## config.mk

```make
export PLATFORM = sky130hd
export DESIGN_NAME = seeded_fnv1a64_with_mix_finalizer
export DESIGN_NICKNAME = d
export VERILOG_FILES = /design/src/sfnv_pkg.sv /design/src/seeded_fnv1a64_with_mix_finalizer.sv /design/src/sfnv_mul.sv
export SDC_FILE = /design/constraint.sdc
export NUM_CORES = 2
export LEC_CHECK = 0
export BUFFER_PORTS_ARGS = -buffer_cell sky130_fd_sc_hd__buf_4
export CAP_MARGIN = 20
export CELL_PAD_IN_SITES_DETAIL_PLACEMENT = 2
export CELL_PAD_IN_SITES_GLOBAL_PLACEMENT = 2
export CORE_UTILIZATION = 40
export CTS_BUF_LIST = sky130_fd_sc_hd__clkbuf_8
export DETAILED_ROUTE_END_ITERATION = 16
export GPL_ROUTABILITY_DRIVEN = 0
export PLACE_DENSITY_LB_ADDON = 0.1
export SYNTH_ARGS = -nofsm -noshare
export SYNTH_HDL_FRONTEND = slang
export SYNTH_SLANG_ARGS = --single-unit
```

## constraint.sdc

```tcl
create_clock -name i_clk -period 13.9 [get_ports i_clk]
set_clock_uncertainty 0.1 [all_clocks]
set_input_delay 0 -clock i_clk [delete_from_list [all_inputs] [get_ports i_clk]]
set_output_delay 0 -clock i_clk [all_outputs]
set_load 0.01 [all_outputs]
```

## src/sfnv_pkg.sv

```systemverilog
// Package for the seeded FNV-1a 64 hash with fmix64 finaliser.
// Holds the hash constants, the sequencer state type, the multiplier
// request/response structs and the xor-shift step. No dependencies.
`default_nettype none

package sfnv_pkg;

    localparam int unsigned HASH_W  = 64;
    localparam int unsigned HALF_W  = 32;
    localparam int unsigned BYTE_W  = 8;
    localparam int unsigned MIX_SHIFT = 33;

    localparam logic [HASH_W-1:0] FNV_BASIS = 64'hcbf29ce484222325;
    localparam logic [HASH_W-1:0] FNV_PRIME = 64'h00000100000001b3;
    localparam logic [HASH_W-1:0] MIX_MUL_A = 64'hff51afd7ed558ccd;
    localparam logic [HASH_W-1:0] MIX_MUL_B = 64'hc4ceb9fe1a85ec53;

    typedef enum logic [2:0] {
        ST_IDLE,
        ST_FNV_GO,
        ST_FNV_WAIT,
        ST_MIXA_GO,
        ST_MIXA_WAIT,
        ST_MIXB_GO,
        ST_MIXB_WAIT,
        ST_EMIT
    } t_state;

    typedef struct packed {
        logic              start;
        logic [HASH_W-1:0] a;
        logic [HASH_W-1:0] b;
    } t_mul_req;

    typedef struct packed {
        logic              done;
        logic [HASH_W-1:0] prod;
    } t_mul_rsp;

    function automatic logic [HASH_W-1:0] xor_shift(input logic [HASH_W-1:0] h);
        return h ^ (h >> MIX_SHIFT);
    endfunction

endpackage

`default_nettype wire

```

## src/seeded_fnv1a64_with_mix_finalizer.sv

```systemverilog
// Top level: seeded FNV-1a 64 stream hash with fmix64 finaliser.
// Sequencer and hash state around the shared multiplier. Depends on
// sfnv_pkg and sfnv_mul.
//
//  channel   dir  beat contents
//  s_axis    in   tdata[7:0] data_byte, tuser[0] byte_present, tlast end_of_message
//  m_axis    out  tdata[63:0] digest
//  cfg       in   wen/wdata[63:0] hash_seed
//
// Byte beat without tlast: accept, launch, then three multiplier passes. A beat with
// tlast adds the finaliser (two multiplies); an empty closing beat runs the finaliser
// alone. Each multiply runs the three passes of the 3-pass 32 x 32 multiplier.
// s_axis is accepted only while the sequencer is idle; a finished digest waits
// in the output register and stalls the sequencer only if still untaken.
// Reset is synchronous, active low, seed 0; no clearing pass.
`default_nettype none

module seeded_fnv1a64_with_mix_finalizer
    import sfnv_pkg::*;
(
    input  wire logic              i_clk,
    input  wire logic              i_rst_n,
    input  wire logic              i_s_axis_tvalid,
    output logic                   o_s_axis_tready,
    input  wire logic [BYTE_W-1:0] i_s_axis_tdata,  // [7:0] data_byte
    input  wire logic              i_s_axis_tuser,  // [0] byte_present
    input  wire logic              i_s_axis_tlast,
    output logic                   o_m_axis_tvalid,
    input  wire logic              i_m_axis_tready,
    output logic [HASH_W-1:0]      o_m_axis_tdata,  // [63:0] digest
    input  wire logic              i_cfg_wen,
    input  wire logic [HASH_W-1:0] i_cfg_wdata
);

    t_state            r_state;
    t_state            n_state;
    logic [HASH_W-1:0] r_seed;
    logic [HASH_W-1:0] r_hash;
    logic              r_idle;
    logic [HASH_W-1:0] r_work;
    logic              r_last;
    logic              r_out_valid;
    logic [HASH_W-1:0] r_out_data;

    t_mul_req          w_req;
    t_mul_rsp          w_rsp;
    logic              w_take;
    logic              w_emit;
    logic              w_absorb_done;
    logic [HASH_W-1:0] w_h0;
    logic [HASH_W-1:0] w_h1;

    sfnv_mul u_mul (
        .i_clk   (i_clk),
        .i_rst_n (i_rst_n),
        .i_req   (w_req),
        .o_rsp   (w_rsp)
    );

    assign w_h0 = r_idle ? (FNV_BASIS ^ r_seed) : r_hash;
    assign w_h1 = i_s_axis_tuser ? (w_h0 ^ {{(HASH_W-BYTE_W){1'b0}}, i_s_axis_tdata}) : w_h0;

    always_comb begin
        n_state = r_state;
        unique case (r_state)
            ST_IDLE: begin
                if (i_s_axis_tvalid) begin
                    if (i_s_axis_tuser) begin
                        n_state = ST_FNV_GO;
                    end else if (i_s_axis_tlast) begin
                        n_state = ST_MIXA_GO;
                    end
                end
            end
            ST_FNV_GO:    n_state = ST_FNV_WAIT;
            ST_FNV_WAIT: begin
                if (w_rsp.done) begin
                    n_state = r_last ? ST_MIXA_GO : ST_IDLE;
                end
            end
            ST_MIXA_GO:   n_state = ST_MIXA_WAIT;
            ST_MIXA_WAIT: begin
                if (w_rsp.done) begin
                    n_state = ST_MIXB_GO;
                end
            end
            ST_MIXB_GO:   n_state = ST_MIXB_WAIT;
            ST_MIXB_WAIT: begin
                if (w_rsp.done) begin
                    n_state = ST_EMIT;
                end
            end
            ST_EMIT: begin
                if (!r_out_valid || i_m_axis_tready) begin
                    n_state = ST_IDLE;
                end
            end
            default:      n_state = ST_IDLE;
        endcase
    end

    always_comb begin
        o_s_axis_tready = (r_state == ST_IDLE);
        w_take          = (r_state == ST_IDLE) && i_s_axis_tvalid;
        w_emit          = (r_state == ST_EMIT) && (!r_out_valid || i_m_axis_tready);
        w_absorb_done   = (r_state == ST_FNV_WAIT) && w_rsp.done && !r_last;
        w_req.start     = (r_state == ST_FNV_GO) || (r_state == ST_MIXA_GO)
                          || (r_state == ST_MIXB_GO);
        w_req.a         = (r_state == ST_FNV_GO) ? r_work : xor_shift(r_work);
        unique case (r_state)
            ST_FNV_GO:  w_req.b = FNV_PRIME;
            ST_MIXA_GO: w_req.b = MIX_MUL_A;
            default:    w_req.b = MIX_MUL_B;
        endcase
    end

    assign o_m_axis_tvalid = r_out_valid;
    assign o_m_axis_tdata  = r_out_data;

    always_ff @(posedge i_clk) begin
        if (!i_rst_n) begin
            r_state     <= ST_IDLE;
            r_seed      <= '0;
            r_idle      <= 1'b1;
            r_out_valid <= 1'b0;
        end else begin
            r_state <= n_state;
            if (i_cfg_wen) begin
                r_seed <= i_cfg_wdata;
            end
            if (w_absorb_done) begin
                r_idle <= 1'b0;
            end else if (w_emit) begin
                r_idle <= 1'b1;
            end
            if (w_emit) begin
                r_out_valid <= 1'b1;
            end else if (i_m_axis_tready) begin
                r_out_valid <= 1'b0;
            end
        end
    end

    always_ff @(posedge i_clk) begin
        if (w_take) begin
            r_work <= w_h1;
            r_last <= i_s_axis_tlast;
        end else if (w_rsp.done) begin
            r_work <= w_rsp.prod;
        end
        if (w_absorb_done) begin
            r_hash <= w_rsp.prod;
        end
        if (w_emit) begin
            r_out_data <= xor_shift(r_work);
        end
    end

endmodule

`default_nettype wire

```

## src/sfnv_mul.sv

```systemverilog
// Shared 64 x 64 multiplier, product mod 2^64, built from one 32 x 32 unit.
// Three passes: low x low, low x high, high x low. Depends on sfnv_pkg.
`default_nettype none

module sfnv_mul
    import sfnv_pkg::*;
(
    input  wire logic     i_clk,
    input  wire logic     i_rst_n,
    input  wire t_mul_req i_req,
    output t_mul_rsp      o_rsp
);

    localparam logic [1:0] STEP_LL = 2'd0;
    localparam logic [1:0] STEP_LH = 2'd1;
    localparam logic [1:0] STEP_HL = 2'd2;

    logic              r_busy;
    logic [1:0]        r_step;
    logic [HASH_W-1:0] r_a;
    logic [HASH_W-1:0] r_b;
    logic [HASH_W-1:0] r_acc;
    logic [HASH_W-1:0] n_acc;
    logic [HALF_W-1:0] w_x;
    logic [HALF_W-1:0] w_y;
    logic [HASH_W-1:0] w_prod;

    always_comb begin
        w_x    = (r_step == STEP_HL) ? r_a[HASH_W-1:HALF_W] : r_a[HALF_W-1:0];
        w_y    = (r_step == STEP_LH) ? r_b[HASH_W-1:HALF_W] : r_b[HALF_W-1:0];
        w_prod = {{HALF_W{1'b0}}, w_x} * {{HALF_W{1'b0}}, w_y};
        case (r_step)
            STEP_LL: n_acc = w_prod;
            default: n_acc = {r_acc[HASH_W-1:HALF_W] + w_prod[HALF_W-1:0],
                              r_acc[HALF_W-1:0]};
        endcase
    end

    assign o_rsp.done = r_busy && (r_step == STEP_HL);
    assign o_rsp.prod = n_acc;

    always_ff @(posedge i_clk) begin
        if (!i_rst_n) begin
            r_busy <= 1'b0;
            r_step <= STEP_LL;
        end else if (i_req.start) begin
            r_busy <= 1'b1;
            r_step <= STEP_LL;
        end else if (r_busy) begin
            if (r_step == STEP_HL) begin
                r_busy <= 1'b0;
            end else begin
                r_step <= r_step + 2'd1;
            end
        end
    end

    always_ff @(posedge i_clk) begin
        if (i_req.start) begin
            r_a <= i_req.a;
            r_b <= i_req.b;
        end
        if (r_busy) begin
            r_acc <= n_acc;
        end
    end

endmodule

`default_nettype wire

```

==> impl_metrics.toml <==
[worst_hold_path]
hold_class = "primary input to flop"

[synth]
synth_area_leaders = "fa_1 36%, edfxtp_1 20%, ha_1 8.8%"
synth_cell_types = 71
synth_cells = 4561
synthFlopType = "edfxtp_1"
ys_async_sr_fraction_pct = 0
syn_nets = 5833
synth_edf_count = 327
synth_seq_cells = 399
ys_seq_area_share_pct = 23.5
synth_top_area_share_pct = 35.7
ys_warn_count = 0
avgSynthCellArea_sq_um = 10.5
synth_area_sq_um = 48000
yosys.area.top_type = "fa_1"

[setup_path]
crit_required_ns = 14.20
slowest_delay_ns = 1.06
startpoint_type = "flop"
cp_common_cell = "fa_1"
cp_num_buf_inv = 3
critPathMaxFanout = 40
critPathTopFamily = "adder cells"
critPathArrivalTime_ns = 12.25
cp-end-kind = "flop"
worstSetupPathType = "flop to flop"
cpMaxStageDelayCell = "mux2i_1"

[detailed_routing]
dr.pass1.iters = 5
viasPerCell = 5.41
drt-wirelength-per-cell_um = 29.5
drtIter0Drc = 2674
route.detailed.drc = 0
num_vias = 35257
wirelength_um = 192000
ant_nets = 0

[sta]
max_freq_mhz = 83.7
worst_pin_slew_ns = 1.22
final-hold-violation-count = 0
slew_headroom_pct = 16.7
setup_viol = 0
tns_ns = 0
rsz0062_at_grt = "false"
drv_slew = 0
fin_crit_ns = 11.95
finalCritPeriodShare_pct = 85.9

[finish]
drive_gt1_share_pct = 8.57
n_fill_cell = 12361
nNetsFinal = 6131
syn_to_final_growth_pct = 12.7

[die]
num_io_pins = 145
coreArea_sq_um = 119000
die_w_um = 348
start_util_pct = 40.5
design.die.area_sq_um = 121000
num_rows = 126
die_h_um = 348

[cts]
cts_tree = "yes"
cts.sinks = 399
clk_latency_ns = 0.68
cts_max_level = 3
cts_buffer_depth = 3
post_cts_buffers = 0
clk_pin_slew_ns = 0.07
cts_resized = 0
cts_buffers = 67
root_buffer = "clkbuf_8"

[placement]
numPortBuffers = 144
hpwl_um = 157000

[status]
outcome = "complete, no violations"

[global_routing]
grt_overflow = 0
grt_antenna_before_repair = 6
grt_start_max_net_pins = 72
grt_pass1_wl_um = 283000
grt_pass1_vias = 40734
track_usage_pct = 32.4

[job]
maxCapViolCount = 0
## metal layers
metal	GRT usage [%]	vias up	wire length (um)
met5	0	-	8
met4	10.1	2	6530
met3	3.91	291	10800
met2	54.4	1126	92500
met1	43.5	18891	82200
li1	-	14947	-
## worst min-delay path: cells and delay by family
family	cells	cell delay (ns)
buffers and inverters	2	0.89
AO/OA/AOI/OAI	1	0.20
## final timing paths
path / from / end / slack (ns) / depth (start not counted)
min reg2reg: r_work[32]$_DFFE_PP_ / u_mul.r_a[32]$_DFFE_PP_ / 0.42 / 0
max: u_mul.r_step[0]$_SDFFE_PP0P_ / r_work[56]$_DFFE_PP_ / 1.95 / 32
max reg2reg: u_mul.r_step[0]$_SDFFE_PP0P_ / r_work[56]$_DFFE_PP_ / 1.95 / 32
min: i_rst_n / u_mul.r_busy$_SDFF_PN0_ / 0.37 / 3
## cells in the final DEF (no fill, tap or decap), types with 8 or more instances in the layout
master	Yosys	final
and3_1	27	27
dfxtp_1	72	70
nand2_1	352	351
o21a_1	42	42
ha_1	338	335
o211ai_1	8	8
clkinv_2	0	8
a21o_1	53	53
a211oi_1	16	16
nor2b_1	83	83
o21bai_1	19	19
edfxtp_1	327	327
buf_4	0	204
a31oi_1	16	16
inv_1	971	997
xnor2_1	93	93
nor3_1	38	38
or2_2	11	11
or3_1	22	22
a21oi_1	130	127
o31ai_1	10	10
xor2_1	65	65
mux2_2	87	87
nand4_1	9	9
dlygate4sd3_1	0	172
nor2_1	360	357
clkbuf_8	0	76
and2_1	41	41
fa_1	855	855
nand2b_1	19	18
mux2i_1	149	149
nand3_1	51	51
o21ai_0	66	64
## cell usage after synthesis (4+ instances only)
master and n:
nor4_1 7, or3_1 22, nand2_1 352, o31ai_1 10, xor2_1 65, ha_1 338, edfxtp_1 327, a21o_1 53
o211ai_1 8, a21boi_0 4, o21a_1 42, o31a_1 4, nor2_1 360, a31oi_1 16, a211oi_1 16, xnor2_1 93
and3_1 27, buf_1 16, and2_1 41, nor3_1 38, nand2b_1 19, clkbuf_1 131, nand3_1 51, o21bai_1 19
o2111ai_1 4, o21ai_1 6, inv_1 971, dfxtp_1 72, nor2b_1 83, o21ai_0 66, a311oi_1 5, a21oi_1 130
mux2_2 87, mux2i_1 149, nand4_1 9, a41oi_1 6, fa_1 855, or2_2 11
## flip-flops by register name, indices dropped and copies added (netlist names)
name / cells
o_m_axis_tdata: 64
r_hash: 64
r_seed: 64
r_work: 64
u_mul.r_a: 64
u_mul.r_acc: 64
u_mul.r_b: 6
r_state: 3
u_mul.r_step: 2
o_m_axis_tvalid: 1
r_idle: 1
r_last: 1
u_mul.r_busy: 1
## what timing repair did
item / CTS / global route
hold buffers: 172 / 0
endpoints found under the hold margin: 96 / 0
setup endpoints to repair: 0 / 0
## stage by stage
| stage | std cells | cell area [sq um] | util [%] | hold slack, ns | worst slack [ns] |
|---|---|---|---|---|---|
| 3_3_place_gp | 6212 | 51000 | 43.0 | 0.0894 | 2.24 |
| 6_report | 6512 | 54100 | 45.6 | 0.374 | 1.95 |
| 4_1_cts | 6508 | 54100 | 45.6 | 0.293 | 2.01 |
| 5_1_grt | 6512 | 54100 | 45.6 | 0.394 | 1.56 |
| 3_5_place_dp | 6215 | 51000 | 43.1 | 0.0974 | 2.10 |
| 2_1_floorplan | 4561 | 48000 | - | -0.00113 | 3.69 |
## layout make-up
class	instances	area, sq um	share of cell area (%)
inverters	974	3660	6.76
multi-input cells	3040	32600	60.3
clock inverters	45	255	0.472
repair buffers	377	3260	6.02
flip-flops and latches	399	11300	20.8
clock buffers	76	1050	1.93
well taps	1600	2000	3.70
diodes	1	2.50	0.00463
## logic make-up (layout without fill, tap and decap cells)
| kind of cell | Yosys count | count (layout) | synth area share (%) |
|---|---|---|---|
| AO/OA/AOI/OAI | 421 | 421 | 5.66 |
| multiplexers | 236 | 236 | 5.15 |
| other | 0 | 1 | 0 |
| AND/OR/NAND/NOR | 1032 | 1032 | 9.58 |
| adder cells (fa/ha/maj) | 1193 | 1193 | 44.5 |
| buffers and inverters | 1122 | 1472 | 8.79 |
| flip-flops | 399 | 399 | 23.5 |
| XOR/XNOR | 158 | 158 | 2.88 |
Power is left out: the tool's default activity adds up to more than one toggle a clock period on the data nets, which glitch-free logic cannot reach.
